## src/dp2fx_pkg.sv

```systemverilog
// Shared constants and helpers for the decimal price to fixed-point converter.
// No dependencies; imported by decimal_price_to_fixed_point_top.
package dp2fx_pkg;

	// Number of fraction digits kept in the result (result is in thousandths).
	localparam int FRAC_DIGITS = 3;
	localparam int FC_W        = $clog2(FRAC_DIGITS + 1);
	localparam int VALUE_W     = 32;

	// ASCII codes recognised by the parser.
	localparam logic [7:0] CHR_NUL   = 8'h00;
	localparam logic [7:0] CHR_SPACE = 8'h20;
	localparam logic [7:0] CHR_MINUS = 8'h2d;
	localparam logic [7:0] CHR_POINT = 8'h2e;
	localparam logic [7:0] CHR_ZERO  = 8'h30;
	localparam logic [7:0] CHR_NINE  = 8'h39;

	// Power of ten for padding unfilled fraction positions, modulo 2^32.
	function automatic logic [VALUE_W-1:0] pow10(input logic [FC_W-1:0] n);
		logic [VALUE_W-1:0] r;
		r = VALUE_W'(1);
		for (int i = 0; i < FRAC_DIGITS; i++) begin
			if (FC_W'(i) < n) begin
				r = VALUE_W'(r * VALUE_W'(10));
			end
		end
		return r;
	endfunction

endpackage

```

## src/decimal_price_to_fixed_point_top.sv

```systemverilog
// Streaming ASCII decimal field to fixed-point (thousandths) converter.
// Depends on dp2fx_pkg for constants and the power-of-ten function.
//
//  Channel | Direction | Signals                          | Transaction
//  --------+-----------+----------------------------------+------------------------------
//  s_      | in        | s_tvalid s_tready s_tdata s_tlast| one character of a field
//  m_      | out       | m_tvalid m_tready m_tdata m_tuser| one parsed value per field
//  cfg_    | in        | cfg_valid cfg_ready cfg_data     | write of the signed_mode bit
//
// One character is taken every cycle unless the output stalls. A character passes
// an input register, then updates the parser state (one multiply-by-ten-and-add).
// On the final character the field is snapshot, then scaled in the result register
// by a power of ten set by the fraction count when a point was seen, and negated
// when a minus was seen. Reset clears all control state and the mode bit. A
// stalled output fills the two later stages, and s_tready then falls once a final
// character waits in the input register.
module decimal_price_to_fixed_point_top (
	input  logic                           clk,
	input  logic                           arst_n,
	input  logic                           s_tvalid,
	output logic                           s_tready,
	input  logic [7:0]                     s_tdata,   // [7:0] character
	input  logic                           s_tlast,   // last_char
	output logic                           m_tvalid,
	input  logic                           m_tready,
	output logic [dp2fx_pkg::VALUE_W-1:0]  m_tdata,   // [31:0] value
	output logic [0:0]                     m_tuser,   // [0] had_point
	input  logic                           cfg_valid,
	output logic                           cfg_ready,
	input  logic                           cfg_data   // signed_mode
);
	import dp2fx_pkg::*;

	typedef enum logic [1:0] {
		PH_SKIP = 2'd0,
		PH_INT  = 2'd1,
		PH_FRAC = 2'd2,
		PH_DONE = 2'd3
	} phase_t;

	// Snapshot of a completed field, handed to the scaling stage.
	typedef struct packed {
		logic [VALUE_W-1:0] acc;
		logic [FC_W-1:0]    fc;
		logic               point;
		logic               minus;
	} field_t;

	logic                signed_mode_q;
	logic                valid_s1;
	logic [7:0]          char_s1;
	logic                last_s1;
	phase_t              phase_q;
	logic [VALUE_W-1:0]  acc_q;
	logic [FC_W-1:0]     fc_q;
	logic                point_q;
	logic                minus_q;
	logic                valid_s2;
	field_t              field_s2;
	logic                valid_q;
	logic [VALUE_W-1:0]  value_q;
	logic                had_point_q;

	logic                out_free;
	logic                s2_free;
	logic                consume;
	phase_t              phase_d;
	logic [VALUE_W-1:0]  acc_d;
	logic [FC_W-1:0]     fc_d;
	logic                point_d;
	logic                minus_d;
	logic [VALUE_W-1:0]  prod;

	// Handshake chain: each stage moves when the one after it has room.
	assign out_free  = !valid_q || m_tready;
	assign s2_free   = !valid_s2 || out_free;
	assign consume   = valid_s1 && (!last_s1 || s2_free);
	assign s_tready  = !valid_s1 || consume;
	assign cfg_ready = 1'b1;

	// Mode register.
	always_ff @(posedge clk or negedge arst_n) begin
		if (!arst_n) begin
			signed_mode_q <= 1'b0;
		end else if (cfg_valid && cfg_ready) begin
			signed_mode_q <= cfg_data;
		end
	end

	// Input register.
	always_ff @(posedge clk or negedge arst_n) begin
		if (!arst_n) begin
			valid_s1 <= 1'b0;
		end else if (s_tready) begin
			valid_s1 <= s_tvalid;
		end
	end

	always_ff @(posedge clk) begin
		if (s_tready && s_tvalid) begin
			char_s1 <= s_tdata;
			last_s1 <= s_tlast;
		end
	end

	// Parser next state for the character in the input register.
	always_comb begin
		logic       is_digit;
		logic [3:0] digit;
		logic       do_int;
		logic [VALUE_W-1:0] acc_x10;
		phase_d  = phase_q;
		acc_d    = acc_q;
		fc_d     = fc_q;
		point_d  = point_q;
		minus_d  = minus_q;
		is_digit = (char_s1 >= CHR_ZERO) && (char_s1 <= CHR_NINE);
		digit    = 4'(char_s1 - CHR_ZERO);
		acc_x10  = (acc_q << 3) + (acc_q << 1);
		do_int   = (phase_q == PH_INT) || (phase_q == PH_SKIP && char_s1 != CHR_SPACE);

		if (do_int) begin
			phase_d = PH_INT;
			if (char_s1 == CHR_NUL || char_s1 == CHR_SPACE) begin
				phase_d = PH_DONE;
			end else if (signed_mode_q && char_s1 == CHR_MINUS) begin
				minus_d = 1'b1;
			end else if (char_s1 == CHR_POINT) begin
				point_d = 1'b1;
				fc_d    = '0;
				phase_d = PH_FRAC;
			end else if (is_digit) begin
				acc_d = acc_x10 + VALUE_W'(digit);
			end
		end else if (phase_q == PH_FRAC) begin
			if (char_s1 == CHR_SPACE) begin
				phase_d = PH_DONE;
			end else begin
				if (is_digit) begin
					acc_d = acc_x10 + VALUE_W'(digit);
					fc_d  = fc_q + FC_W'(1);
				end else if (signed_mode_q) begin
					fc_d = fc_q + FC_W'(1);
				end
				if (fc_d >= FC_W'(FRAC_DIGITS)) begin
					phase_d = PH_DONE;
				end
			end
		end
	end

	// Parser state; cleared after the final character of each field.
	always_ff @(posedge clk or negedge arst_n) begin
		if (!arst_n) begin
			phase_q <= PH_SKIP;
			acc_q   <= '0;
			fc_q    <= '0;
			point_q <= 1'b0;
			minus_q <= 1'b0;
		end else if (consume) begin
			if (last_s1) begin
				phase_q <= PH_SKIP;
				acc_q   <= '0;
				fc_q    <= '0;
				point_q <= 1'b0;
				minus_q <= 1'b0;
			end else begin
				phase_q <= phase_d;
				acc_q   <= acc_d;
				fc_q    <= fc_d;
				point_q <= point_d;
				minus_q <= minus_d;
			end
		end
	end

	// Field snapshot stage.
	always_ff @(posedge clk or negedge arst_n) begin
		if (!arst_n) begin
			valid_s2 <= 1'b0;
		end else if (s2_free) begin
			valid_s2 <= consume && last_s1;
		end
	end

	always_ff @(posedge clk) begin
		if (s2_free && consume && last_s1) begin
			field_s2 <= '{acc: acc_d, fc: fc_d, point: point_d, minus: minus_d};
		end
	end

	// Scale to thousandths when a point was seen, then apply the sign.
	assign prod = field_s2.point
		? VALUE_W'(field_s2.acc * pow10(FC_W'(FRAC_DIGITS) - field_s2.fc))
		: field_s2.acc;

	always_ff @(posedge clk or negedge arst_n) begin
		if (!arst_n) begin
			valid_q <= 1'b0;
		end else if (out_free) begin
			valid_q <= valid_s2;
		end
	end

	always_ff @(posedge clk) begin
		if (out_free && valid_s2) begin
			value_q     <= field_s2.minus ? VALUE_W'(0) - prod : prod;
			had_point_q <= field_s2.point;
		end
	end

	assign m_tvalid   = valid_q;
	assign m_tdata    = value_q;
	assign m_tuser[0] = had_point_q;

	// A field's last character leaves the parser in its cleared state.
	a_clear_after_last: assert property (@(posedge clk) disable iff (!arst_n)
		consume && last_s1 |=> phase_q == PH_SKIP && acc_q == '0 && !point_q && !minus_q)
		else $error("parser not cleared after last character");

	// The fraction counter never passes the number of fraction digits.
	a_fc_bound: assert property (@(posedge clk) disable iff (!arst_n)
		fc_q <= FC_W'(FRAC_DIGITS))
		else $error("fraction count out of range");

	// Fraction phase and fraction count imply that a point was seen.
	a_frac_point: assert property (@(posedge clk) disable iff (!arst_n)
		(phase_q == PH_FRAC || fc_q != '0) |-> point_q)
		else $error("fraction state without a point");

	// A waiting snapshot is not lost while the result register is held.
	a_s2_hold: assert property (@(posedge clk) disable iff (!arst_n)
		valid_s2 && !out_free |=> valid_s2 && $stable(field_s2))
		else $error("field snapshot lost under stall");

endmodule

```

## config.mk

```make
export PLATFORM = sky130hd
export DESIGN_NAME = decimal_price_to_fixed_point_top
export DESIGN_NICKNAME = d
export VERILOG_FILES = /design/src/dp2fx_pkg.sv /design/src/decimal_price_to_fixed_point_top.sv
export SDC_FILE = /design/constraint.sdc
export NUM_CORES = 1
export LEC_CHECK = 0
export BUFFER_PORTS_ARGS = -buffer_cell sky130_fd_sc_hd__buf_4
export CELL_PAD_IN_SITES_DETAIL_PLACEMENT = 0
export CELL_PAD_IN_SITES_GLOBAL_PLACEMENT = 2
export CORE_ASPECT_RATIO = 0.5
export CORE_UTILIZATION = 45
export CTS_CLUSTER_DIAMETER = 200
export CTS_CLUSTER_SIZE = 10
export DETAILED_ROUTE_END_ITERATION = 12
export HOLD_SLACK_MARGIN = 0.03
export PLACE_DENSITY = 0.94
export SETUP_SLACK_MARGIN = 0.5
export SLEW_MARGIN = 20
export SYNTH_ARGS = -nofsm -noshare
export SYNTH_HDL_FRONTEND = slang
export SYNTH_SLANG_ARGS = --single-unit
```

## constraint.sdc

```tcl
create_clock -name clk -period 26.5 [get_ports clk]
set_input_delay 5.3 -clock clk [delete_from_list [all_inputs] [get_ports clk]]
set_output_delay 5.3 -clock clk [all_outputs]
set_load 0.02 [all_outputs]
```

Word level (Yosys, flattened, before mapping)
Index checks and enable logic that the tools add are counted.
{"block": "totals", "ramBits": 0, "rom_bits": 0, "latchBits": 0, "regBits": 120, "inputBits": 15, "out_inout_bits": 36, "memories": 0}
{"block": "op_classes", "magnitude_cmp": 6, "eq_ne": 6, "div": 0, "n_reduce_logical": 24, "mux": 42, "n_shift": 0, "add_sub_neg": 6, "n_mul": 3, "bitwise": 0}
{"operator": "two-way mux 32 bit", "n": 12}
{"operator": "multiplier 32 x 3 -> 31 bit (second input constant)", "n": 2}
{"operator": "two-way mux 2 bit", "n": 20}
{"operator": "adder 32 bit", "n": 1}
{"operator": "adder 32 x 4 -> 32 bit", "n": 1}
{"operator": "multiplier 32 x 32 -> 32 bit", "n": 1}
{"operator": "subtractor 1 x 32 -> 32 bit (first input constant)", "n": 1}
{"operator": "equality test 8 x 6 -> 1 bit (second input constant)", "n": 3}
{"operator": "logical AND 1 bit", "n": 9}
{"operator": "two-way mux 1 bit", "n": 9}
{"operator": ">= comparator 8 x 6 -> 1 bit (second input constant)", "n": 1}
{"operator": "<= comparator 8 x 6 -> 1 bit (second input constant)", "n": 1}
{"operator": "logical NOT 8 bit", "n": 1}
{"operator": "!= test 8 x 6 -> 1 bit (second input constant)", "n": 1}
{"operator": "logical OR 1 bit", "n": 6}
{"operator": "logical NOT 1 bit", "n": 4}
{"operator": "less-than comparator 1 x 2 -> 1 bit (first input constant)", "n": 2}
{"operator": "two-way mux 4 bit", "n": 1}
{"operator": "nonzero test 4 bit", "n": 1}
{"operator": "subtractor 4 x 1 -> 4 bit (second input constant)", "n": 1}
{"operator": "AND reduction 3 bit", "n": 1}
{"operator": "nonzero test 3 bit", "n": 1}
{"operator": "adder 2 x 1 -> 2 bit (second input constant)", "n": 1}
{"operator": "equality test 2 x 1 -> 1 bit (second input constant)", "n": 1}
{"operator": "other kinds (5)", "n": 5}

Longest topological paths before layout
Gate-level depths: netlist of the first run.
{"block": "depth", "word_depth": 12, "mapped_depth": 32, "mapped_depth_nobuf": 28}

Least setup slack after synthesis of the first run
No wires, ideal clock.
{"block": "synth_timing", "kind": "input to output", "start": "input port m_tready", "end": "output port s_tready", "arrival_time_ps": 5802, "cell_stages": 2, "n_path_buf": 0, "required_ps": 21200, "path_slack_ps": 15398, "path_cell_list": "nor2b_1 -> nand4_1"}
{"block": "synth_via", "elab_chain_cells": 5}
{"item": "start, declared", "line": "decimal_price_to_fixed_point_top.sv:25", "rtl": "input logic m_tready,"}
{"item": "logical OR 1 bit", "line": "decimal_price_to_fixed_point_top.sv:75", "rtl": "assign out_free = !valid_q || m_tready;"}
{"item": "logical OR 1 bit", "line": "decimal_price_to_fixed_point_top.sv:76", "rtl": "assign s2_free = !valid_s2 || out_free;"}
{"item": "logical OR 1 bit", "line": "decimal_price_to_fixed_point_top.sv:77", "rtl": "assign consume = valid_s1 && (!last_s1 || s2_free);"}
{"item": "logical AND 1 bit", "line": "decimal_price_to_fixed_point_top.sv:77"}
{"item": "logical OR 1 bit", "line": "decimal_price_to_fixed_point_top.sv:78", "rtl": "assign s_tready = !valid_s1 || consume;"}
{"item": "end, declared", "line": "decimal_price_to_fixed_point_top.sv:21", "rtl": "output logic s_tready,"}
Every way passes these cells.

Worst setup path after layout of the first run
Same ends and word-level chain as after synthesis.

==> summary.md, run 1 <==
| Metric | Value |
|---|---|
| CTS tree | `done` |
| Area Growth Syn to Fin | `9.87%` |
| Net Switching | `1.05 mW` |
| Worst-skew pair later-pin latency | `0.42 ns` |
| Synth area leader | `fa_1` |
| # setup viols final | `0` |
| Critical path type | `primary input to output pin` |
| Hold_buf cts | `0` |
| WL/cell | `16.4 um` |
| Die Width | `276 um` |
| Non-Filler Instances | `2,359` |
| Longest Clk Path Bufs | `2` |
| RD Place Congestion | `approximately 0.84` |
| Worst relative slew slack | `a little under a third` |
| Status | `complete, no violations` |
| Cells after Synth | `1,796` |
| Synth Register Bits | `120` |
| Site Rows | `between 40 and 50` |
| NumNets Final | `2,274` |
| MaxCap Viol Count | `0` |
| Total power | `~2.1 mW` |
| Crit. End Element | `output pin` |
| Detailed Route WL | `between 30 and 40 mm` |
| 1st-iter DRT viols | `~670` |
| Setup TNS | `0 ns` |
| Number of I/O port buffers | `about 50` |
| Clock network fraction of total power | `11.6%` |
| Yosys cell types | `between 70 and 80` |
| Fmax | `a little under 90 MHz` |
| Worst vdd ir | `0.0000714 V` |
| Sw Share | `between 40% and 50%` |
| Via density | `around 5.2` |
| Seq pwr share | `13.4%` |
| Startpoint types | `primary input` |
| Sequential share of the synthesized area | `20.1%` |
| Setup Fix Bufs, Post-CTS | `0` |
| Area of the multi-input gates | `12,200 um2` |
| Placed instance area | `17,900 um2` |
| Int Power | `1.05 mW` |
| CP Max Fanout | `5` |
| CTS Sinks | `120` |
| Post-synth EDFFs | `between 70 and 80` |
| GRT Util Overall | `21.6%` |
| Number of global-route vias before repair | `12.3k` |
| Syn_area_per_cell | `9.40 um2` |
| Total number of vias | `12.2k` |
| Sequential cell area | `3390 um2` |
| Leak | `9.05 nW` |
| Hpwl dp | `around 30 mm` |
| PostCTS Resize Cnt | `0` |
| Ys flop type | `edfxtp_1` |
| Pre-CTS setup slack | `15.07 ns` |
| Initial antenna violation count | `1` |
| Clock buffer count from CTS | `17` |
| Clock Skews | `0.0108 ns` |
| Final min period | `11.42 ns` |
| H-tree depth | `4` |
| Area of the mapped netlist | `16,900 um2` |
| Post-synth ARST share | `approximately a third` |
| Die H | `139 um` |
| First-pass GRT wire length | `65.5 mm` |
| Hold Fails Final Rpt | `0` |
| GR Overflow Total | `0` |
| Critical Path AT | `6.12 ns` |
| Clk slew on worst S/H paths | `0.06 ns` |
| Fraction of layout cells with a size suffix above 1 | `between 6 and 7%` |
| Die ar. | `38,300 um2` |
| DRT antenna net count | `0` |
| Placed cells | `approximately 2.3k` |
| Worst Slack Setup Final | `around 15 ns` |
| Core footprint | `36,400 um2` |
| DRC Markers | `0` |
| Syn. warnings | `0` |
| Post-route clock period utilization | `43.1%` |
| Worst-Margin Slew | `1.04 ns` |
| Largest net degree at the start of global routing | `65` |
| Final Cell Area | `roughly 19,000 um2` |
| RSZ-0062 raised after global routing | `false` |
| Max-slew violation count | `0` |
| Fillers | `between 3k and 4k` |
| Top Ports | `51` |
| Clock Root Buffer | `clkbuf_16` |
| Fin Hold WS | `0.488 ns` |
| Pre-antenna DRT Iters | `6` |
| Starting Density | `46.4%` |
| Utilization after layout | `50.9%` |
| Pwr Density | `113 nW/um2` |
| Comb power frac | `75.0%` |
| Yosys top cell area share | `about 26%` |
| Hold Crit Class | `flop to flop` |
| Ranking of synthesized cells by area | `fa_1, edfxtp_1, ha_1` |
| CP required | `between 20 and 25 ns` |
[area by class of cell]
class / instances / area share (%)
inverter: 339 / 6.86
clock buffer: 17 / 2.29
clock inverter: 15 / 1.05
antenna: 1 / 0.0135
sequential: 120 / 18.3
multi-input combinational: 1324 / 65.7
timing repair buffer: 59 / 2.50
tap: 484 / 3.26
[power groups by stage]
| stage | clock, mW | sequential [mW] | combinational [mW] |
|---|---|---|---|
| final | 0.243 | 0.283 | 1.58 |
| after detailed placement | 0 | 0.287 | 1.57 |
| after CTS | 0.245 | 0.283 | 1.58 |
| after floorplan | 0 | 0.294 | 1.21 |
| after global placement | 0 | 0.287 | 1.56 |
| after global routing | 0.255 | 0.285 | 1.81 |
[worst paths after layout]
path / end / start / cells after the start / slack [ns]
min: point_q / point_q / 2 / 0.49
max in group asynchronous: acc_q[23] / arst_n / 1 / 21.19
max reg2reg: m_tdata[30] / field_s2[2] / 27 / 17.32
min in group asynchronous: acc_q[6] / arst_n / 1 / 4.90
min reg2reg: point_q / point_q / 2 / 0.49
max: s_tready / m_tready / 4 / 15.08
[synth_stat cells (4+ instances only)]
cell type and number:
inv_1 338, fa_1 218, ha_1 180, nand2_1 171, edfxtp_1 78, o21ai_0 75, nor2_1 66, a21oi_1 64
xnor2_1 61, clkbuf_1 52, nand2b_1 50, dfrtp_1 42, nor2b_1 41, a21o_1 30, xor2_1 29, and2_1 26
a22o_1 21, nor3_1 21, nand3_1 20, and3_1 16, mux2i_1 15, nor3b_1 15, o31ai_1 14, nand4_1 10
mux2_2 9, o211ai_1 9, or3_1 9, o21bai_1 8, a31oi_1 7, buf_1 7, o31a_1 7, nand4b_1 6
a211oi_1 5, o21a_1 5, or2_2 5, or4_1 5, a221oi_1 4, a22oi_1 4
[routing by layer]
layer,global-route usage [%],part of all wire (%),up-vias
met1,33.6,51,5929
li1,-,-,5972
met5,0,0,-
met2,32.2,43,256
met3,2.67,5.0,35
met4,3.90,1.1,0
[registers in the layout, summed over array words and instances (netlist names), 2 cells and up]
signal / count
field_s2: 36
acc_q: 32
m_tdata: 32
char_s1: 8
fc_q: 2
phase_q: 2
[worst max-delay path, cell delays in order]
cell	delay, ns
buf_4	0.11
nor2b_1	0.31
nand4_1	0.19
buf_4	0.20
[kinds of logic (layout without fill, tap and decap cells)]
logic type,after synthesis,count (layout),synth area share (%)
compound gates,289,289,11.4
flops,120,120,20.1
xor+xnor,90,90,4.67
buf+inv,399,430,8.89
other cells,2,50,0.0445
fa+ha+maj,398,398,39.2
mux,24,24,1.49
simple gates,474,474,14.2
[cell usage in the layout (no fill, tap or decap), types with 6 or more instances in the layout]
cell type,synthesis,final
o31a_1,7,7
nor3_1,21,21
buf_4,1,58
nand3_1,20,20
a21o_1,30,30
nand4_1,10,10
conb_1,2,49
o21bai_1,8,7
dfrtp_1,42,42
xnor2_1,61,61
a21oi_1,64,64
xor2_1,29,29
fa_1,218,218
or3_1,9,9
o211ai_1,9,9
clkbuf_16,0,17
edfxtp_1,78,78
a22o_1,21,21
o21ai_0,75,75
nor2b_1,41,39
ha_1,180,180
and2_1,26,26
nand4b_1,6,6
clkinv_4,0,7
inv_1,338,338
mux2_2,9,9
o31ai_1,14,14
nand2b_1,50,50
mux2i_1,15,15
and3_1,16,15
nand2_1,171,171
nor2_1,66,66
a31oi_1,7,7
nor3b_1,15,15
Power figures use the tool's default switching activity.
==> run 2, diff against run 1 <==
--- a/config.mk
+++ b/config.mk
@@ -5,16 +5,17 @@
 export SDC_FILE = /design/constraint.sdc
 export NUM_CORES = 1
 export LEC_CHECK = 0
+export ABC_AREA = 1
 export BUFFER_PORTS_ARGS = -buffer_cell sky130_fd_sc_hd__buf_4
 export CELL_PAD_IN_SITES_DETAIL_PLACEMENT = 0
 export CELL_PAD_IN_SITES_GLOBAL_PLACEMENT = 2
 export CORE_ASPECT_RATIO = 0.5
-export CORE_UTILIZATION = 45
+export CORE_UTILIZATION = 39
 export CTS_CLUSTER_DIAMETER = 200
 export CTS_CLUSTER_SIZE = 10
 export DETAILED_ROUTE_END_ITERATION = 12
 export HOLD_SLACK_MARGIN = 0.03
-export PLACE_DENSITY = 0.94
+export PLACE_DENSITY = 0.89
 export SETUP_SLACK_MARGIN = 0.5
 export SLEW_MARGIN = 20
 export SYNTH_ARGS = -nofsm -noshare
==> constraint.sdc (replaced) <==
create_clock -name clk -period 10.9 [get_ports clk]
set_input_delay 2.18 -clock clk [delete_from_list [all_inputs] [get_ports clk]]
set_output_delay 2.18 -clock clk [all_outputs]
set_load 0.02 [all_outputs]
==> run 2 against run 1 <==
  * First-iteration DRC count grew 26%
  * Register-to-register slack lost 15 ns
  * Combinational power grew to 3.1 times the previous value
  * Wire length grew 30%
  * Sequential share of layout area shrank 1.4 points
  * Critical endpoint is now m_tdata[21]
  * Highest routed layer unchanged
==> summary.md, run 2 <==
| Metric | Value |
|---|---|
| Post-synthesis xor/xnor area fraction | `2.06% (-2.6 points)` |
| Status | `complete, no violations` |
| Number of global-route vias before repair | `15.5k (+26%)` |
| Worst relative slew slack | `26.8% (-3.8 points)` |
| Critical Path AT | `8.88 ns (+2.76 ns)` |
| Clock buffer count from CTS | `17 (unchanged)` |
| Yosys cell types | `55 (-26%)` |
| Post-Synth Adder-Cell Area | `36.2% (-3.0 points)` |
| Worst-Margin Slew | `1.10 ns (+0.0545 ns)` |
| WL/cell | `16.1 um (-2.1%)` |
| Max reg flops | `36 (unchanged)` |
| CTS tree | `done` |
| Setup TNS | `0 ns (unchanged)` |
| Final min period | `8.69 ns` |
| CP Max Fanout | `25 (+20)` |
| Worst-skew pair later-pin latency | `0.44 ns (+0.02 ns)` |
| Largest net degree at the start of global routing | `45 (-31%)` |
| Cells after Synth | `2,421 (+35%)` |
| Longest Clk Path Bufs | `2 (unchanged)` |
| Critical path type | `flop to flop` |
| Site Rows | `55 (+12%)` |
| GRT Util Overall | `22.4% (+0.86 points)` |
| Post-synthesis mux area share | `0% (-1.5 points)` |
| Worst Slack Setup Final | `2.21 ns (-12.87 ns)` |
| Hold Fails Final Rpt | `0 (unchanged)` |
| Leak | `10.7 nW (+18%)` |
| Starting Density | `40.0% (-6.4 points)` |
| Most numerous cell in the Yosys netlist | `nand2_1` |
| Post-synth ARST share | `35.0% (unchanged)` |
| NumNets Final | `2,917 (+28%)` |
| Fin Hold WS | `0.492 ns (+0.00372 ns)` |
| Core footprint | `45,700 um2 (+25%)` |
| Top Ports | `51 (unchanged)` |
| Pwr Density | `303 nW/um2 (+170%)` |
| RD Place Congestion | `0.904 (+7.3%)` |
| Total number of vias | `14.8k (+22%)` |
| Synth Area in Simple Gates | `24.4% (+10 points)` |
| CP required | `11.09 ns (-10.11 ns)` |
| Global Route met2 Usage | `35.4% (+3.2 points)` |
| Crit. End Element | `flop` |
| Gr busiest metal | `met2` |
| CP peak stage delay | `0.77 ns (+0.46 ns)` |
| H-tree depth | `4 (unchanged)` |
| Most frequent CP cell | `nand2_1` |
| Post-synth EDFFs | `78 (unchanged)` |
| Fmax | `between 100 and 150 MHz` |
| Clk slew on worst S/H paths | `0.06 ns (about the same)` |
| First-pass GRT wire length | `82.4 mm (+26%)` |
| Synth Register Bits | `120 (unchanged)` |
| Pre-CTS setup slack | `2.28 ns (-12.79 ns)` |
| Placed cells | `3,112 (+34%)` |
| Register name with the most flops | `field_s2` |
| PostCTS Resize Cnt | `0 (unchanged)` |
| Sequential share of the synthesized area | `18.6% (-1.5 points)` |
| Area of the mapped netlist | `18,300 um2 (+8.3%)` |
| Ranking of synthesized cells by area | `fa_1, edfxtp_1, nand2_1` |
| Max-slew violation count | `0 (unchanged)` |
| Die H | `155 um (+12%)` |
| Fraction of layout cells with a size suffix above 1 | `6.24% (-0.27 points)` |
| CTS Sinks | `120 (unchanged)` |
| Die Width | `308 um (+12%)` |
| Hold Crit Class | `flop to flop` |
| DRC Markers | `0 (unchanged)` |
| Setup Fix Bufs, Post-CTS | `0 (unchanged)` |
| Yosys top cell area share | `23.9% (-2.0 points)` |
| 1st-iter DRT viols | `844 (+26%)` |
| Clock Root Buffer | `clkbuf_16` |
| # setup viols final | `0 (unchanged)` |
| Main combinational cell family by area after synthesis | `adder cells` |
| DRT antenna net count | `0 (unchanged)` |
| Commonest cells after routing, fill and taps aside | `nand2_1, inv_1, fa_1` |
| Hpwl dp | `42.7 mm (+40%)` |
| Die ar. | `47,800 um2 (+25%)` |
| Synth area leader | `fa_1` |
| Ys flop type | `edfxtp_1` |
| Met1 usage in global routing | `32.3% (-1.3 points)` |
| Syn_area_per_cell | `7.55 um2 (-20%)` |
| Clock Skews | `0.0114 ns (+0.000637 ns)` |
| Hold_buf cts | `0 (unchanged)` |
| Syn. warnings | `0 (unchanged)` |
| Total power | `6.08 mW (+190%)` |
| Crit path max-delay cell type | `nand2_1` |
| RSZ-0062 raised after global routing | `false` |
| Pre-antenna DRT Iters | `5 (-1)` |
| Non-Filler Instances | `3,144 (+33%)` |
| MaxCap Viol Count | `0 (unchanged)` |
| Area Growth Syn to Fin | `9.73%` |
| Startpoint types | `flop` |
| Commonest non-fill, non-tap cell in the layout | `nand2_1` |
| Number of I/O port buffers | `49 (unchanged)` |
| ANT cells | `0 (-1)` |
| Worst vdd ir | `0.000161 V (+130%)` |
| GRT met3 Usage | `3.91% (+1.2 points)` |
| GR Overflow Total | `0 (unchanged)` |
| Post-route clock period utilization | `79.7%` |
| Compound-Gate Fraction of Synth Area | `5.72% (-5.7 points)` |
| Commonest cells post-synth | `nand2_1, inv_1, fa_1` |
| Detailed Route WL | `50.5 mm (+30%)` |
| Initial antenna violation count | `0 (-1)` |
| Via density | `4.72 (-8.7%)` |
## run 2: cell count changes in the layout (fill, tap and decap cells not counted), sizes merged, moves of 16 or more
cell    previous run  this run
a21o              30         3
and2              26         3
inv              341       589
nand2            171       640
nand2b            50         0
nand3             20        97
nand3b             1        18
nand4             10        34
nor2              67       227
nor2b             41         0
o31ai             18         2
xnor2             61        13
## run 2: path summary, 6_finish.rpt
kind	from	depth (start not counted)	slack [ns]	to
worst max-delay path	field_s2[3]	32	2.21	m_tdata[21]
min in group asynchronous	arst_n	1	1.75	m_tvalid
max in group asynchronous	arst_n	1	8.72	acc_q[9]
worst max register to register	field_s2[3]	32	2.21	m_tdata[21]
worst min register to register	acc_q[31]	2	0.49	acc_q[31]
worst min-delay path	acc_q[31]	2	0.49	acc_q[31]
## run 2: cell type report
class                   count  area [um2]
clock buffers              17         425
clock inverters            15         140
fillers                  4804       25600
inverters                 584        2190
multi-input cells        1725       12700
flip-flops and latches    120        3390
well taps                 627         785
repair buffers             56         420
## run 2: report_power, final
part / switching (mW) / internal (mW)
Sequential: 0.0307 / 0.580
Combinational: 3.24 / 1.67
Clock: 0.243 / 0.318
Total: 3.52 / 2.57
## run 2: cell families (layout without fill, tap and decap cells)
logic type / Yosys count / count (layout)
xor gates and xnor gates: 43 / 43
and+or+nand+nor: 1055 / 1055
buffers and inverters: 623 / 672
AOI/OAI and AO/OA: 180 / 180
adders and majority gates: 398 / 398
other: 2 / 49
DFF: 120 / 120
## run 2: through the flow
stage	util [%]	area, um2
6_report	43.9	20100
5_1_grt	43.9	20100
4_1_cts	43.9	20100
3_5_place_dp	42.7	19500
3_3_place_gp	42.7	19500
2_1_floorplan	-	18500
## run 2: per-layer routing
| metal | vias up | share of wire, % |
|---|---|---|
| li1 | 7517 | - |
| met3 | 43 | 4.3 |
| met5 | - | 0 |
| met4 | 0 | 1.5 |
| met1 | 7032 | 51 |
| met2 | 238 | 43 |
## run 2: critical path, delay by kind of cell (launching register included)
kind | cells | cell delay (ns)
adders and majority gates | 9 | 3.85
and+or+nand+nor | 16 | 2.97
buffers and inverters | 6 | 0.76
DFF | 1 | 0.56
xor gates and xnor gates | 1 | 0.28
==> run 3, diff against run 2 <==
--- a/config.mk
+++ b/config.mk
@@ -10,12 +10,12 @@
 export CELL_PAD_IN_SITES_DETAIL_PLACEMENT = 0
 export CELL_PAD_IN_SITES_GLOBAL_PLACEMENT = 2
 export CORE_ASPECT_RATIO = 0.5
-export CORE_UTILIZATION = 39
+export CORE_UTILIZATION = 35
 export CTS_CLUSTER_DIAMETER = 200
 export CTS_CLUSTER_SIZE = 10
 export DETAILED_ROUTE_END_ITERATION = 12
 export HOLD_SLACK_MARGIN = 0.03
-export PLACE_DENSITY = 0.89
+export PLACE_DENSITY = 0.85
 export SETUP_SLACK_MARGIN = 0.5
 export SLEW_MARGIN = 20
 export SYNTH_ARGS = -nofsm -noshare
==> constraint.sdc (replaced) <==
create_clock -name clk -period 7.7 [get_ports clk]
set_input_delay 1.54 -clock clk [delete_from_list [all_inputs] [get_ports clk]]
set_output_delay 1.54 -clock clk [all_outputs]
set_load 0.02 [all_outputs]
==> run 3 against run 2 <==
  * Maximum frequency grew 24%
  * Hold slack is essentially flat
  * Global-route usage shrank 0.94 points
  * Utilization grew 1.5 points
  * Highest routed layer unchanged
==> summary.md, run 3 (same netlist as run 2, synthesis figures left out) <==
| Metric | Value |
|---|---|
| Area Growth Syn to Fin | `26.4%` |
| Starting Density | `35.9% (-4.1 points)` |
| Top Ports | `51 (unchanged)` |
| Max-slew violation count | `0 (unchanged)` |
| Hold Fails Final Rpt | `0 (unchanged)` |
| Number of I/O port buffers | `49 (unchanged)` |
| Hold Crit Class | `flop to flop` |
| Worst relative slew slack | `30.6% (+3.8 points)` |
| Site Rows | `58 (+5.5%)` |
| Initial antenna violation count | `0 (unchanged)` |
| Status | `complete, no violations` |
| R2r startpoint | `field_s2[2]` |
| Number of global-route vias before repair | `15.9k (+2.7%)` |
| Most frequent CP cell | `fa_1` |
| Worst R2R Path Depth | `30 (-6.3%)` |
| Placed instance area | `19,900 um2 (+1.9%)` |
| CP Max Fanout | `8 (-68%)` |
| Clock Root Buffer | `clkbuf_16` |
| CP peak stage delay | `0.57 ns (-0.20 ns)` |
| Critical path origin | `field_s2[2]` |
| Hpwl dp | `44.9 mm (+5.1%)` |
| RD Place Congestion | `0.892 (-1.3%)` |
| Clock buffer count from CTS | `17 (unchanged)` |
| Reg-to-reg slack, setup | `0.70 ns (-1.51 ns)` |
| GR Overflow Total | `0 (unchanged)` |
| Die H | `164 um (+5.5%)` |
| NumNets Final | `3,039 (+4.2%)` |
| Register name with the most flops | `field_s2` |
| Fmax | `143 MHz (+24%)` |
| Worst Path Buf+Inv | `8 (+2)` |
| Detailed Route WL | `56.4 mm (+12%)` |
| Crit path max-delay cell type | `fa_1` |
| WL/cell | `16.9 um (+5.5%)` |
| Final Cell Area | `23,100 um2 (+15%)` |
| Top delay family on crit path | `adder cells` |
| Fraction of layout cells with a size suffix above 1 | `21.7% (+15 points)` |
| Final min period | `7.00 ns (-1.69 ns)` |
| First-pass GRT wire length | `87.5 mm (+6.2%)` |
| WP depth | `30 (-6.3%)` |
| Longest Clk Path Bufs | `2 (unchanged)` |
| CTS Sinks | `120 (unchanged)` |
| Placed cells | `3,211 (+3.2%)` |
| 1st-iter DRT viols | `877 (+3.9%)` |
| CP required | `7.89 ns (-3.20 ns)` |
| CTS tree | `done` |
| Total number of vias | `15.6k (+5.2%)` |
| Die ar. | `53,200 um2 (+11%)` |
| Worst-skew pair later-pin latency | `0.45 ns (about the same)` |
| RSZ-0062 raised after global routing | `false` |
| DRC Markers | `0 (unchanged)` |
| MaxCap Viol Count | `0 (unchanged)` |
| # setup viols final | `0 (unchanged)` |
| Crit. End Element | `flop` |
| Pre-antenna DRT Iters | `6 (+1)` |
| DRT antenna net count | `0 (unchanged)` |
| Via density | `4.69 (-0.64%)` |
| Post-route clock period utilization | `90.9% (+11 points)` |
| Clock Skews | `0.0223 ns (+0.0109 ns)` |
| Die Width | `325 um (+5.5%)` |
| Clk slew on worst S/H paths | `0.07 ns (about the same)` |
| Hold_buf cts | `0 (unchanged)` |
| Commonest non-fill, non-tap cell in the layout | `inv_1` |
| H-tree depth | `4 (unchanged)` |
| Hold_sp | `valid_s2` |
| Startpoint types | `flop` |
| Fin Hold WS | `0.492 ns (-0.0000820 ns)` |
| Worst-Margin Slew | `1.04 ns (-0.0571 ns)` |
| Crit path to | `m_tdata[31]` |
| Critical Path AT | `7.19 ns (-1.69 ns)` |
| Setup TNS | `0 ns (unchanged)` |
| Max reg flops | `36 (unchanged)` |
| GRT Util Overall | `21.5% (-0.94 points)` |
| Critical path type | `flop to flop` |
| Reg-to-reg endpoint | `m_tdata[31]` |
| Core footprint | `50,900 um2 (+11%)` |
| Commonest cells after routing, fill and taps aside | `inv_1, nand2_1, fa_1` |
| Largest net degree at the start of global routing | `45 (unchanged)` |
| Non-Filler Instances | `3,330 (+5.9%)` |
## run 3: cell types whose count changed in the layout (fill, tap and decap cells not counted), sizes merged, moves of 2 or more
cell | before | now
clkbuf | 17 | 19
buf | 56 | 177
inv | 589 | 585
bufinv | 1 | 4
## run 3: worst min path at each step
stage / to / slack, ns / cells past startpoint
after global placement: acc_q[31] / 0.46 / 2
after global routing: m_tvalid / 0.54 / 2
after detailed placement: acc_q[31] / 0.47 / 2
after floorplan: m_tuser / 0.43 / 0
final: m_tvalid / 0.49 / 2
after CTS: acc_q[31] / 0.49 / 2
## run 3: timing repair
item | CTS | global route
gates resized for setup | 98 | 317
cloned | 3 | 1
setup endpoints to repair | 19 | 19
setup buffers | 22 | 60
pin swaps | 24 | 178
## run 3: layout make-up
class | instances | area, um2
fillers | 5078 | 27800
multi-input cells | 1725 | 14400
flip-flops and latches | 120 | 3390
inverters | 584 | 2210
repair buffers | 178 | 1580
well taps | 690 | 863
clock buffers | 18 | 429
clock inverters | 14 | 211
diodes | 1 | 2.50
## run 3: metal layers
metal / vias up / GRT usage [%] / share of wire [%]
met5: - / 0 / 0
met4: 0 / 4.48 / 1.4
met3: 43 / 3.32 / 4.2
met2: 263 / 34.5 / 45
met1: 7525 / 30.6 / 49
li1: 7776 / - / -
## run 3: stage by stage
step | util, % | setup WS, ns
finish | 45.4 | 0.700
global route | 45.4 | 0.433
CTS | 41.6 | 0.497
detailed placement | 39.0 | 0.0530
global placement | 39.0 | 0.00849
floorplan | - | 0.783
## run 3: worst min-delay path, cell delays in order (launching register included)
cell and delay, ns:
dfrtp_1 0.32, inv_1 0.08, nand2_1 0.07
Power of run 3 is left out: the tool's default activity adds up to more than one toggle a clock period on the data nets, which glitch-free logic cannot reach.
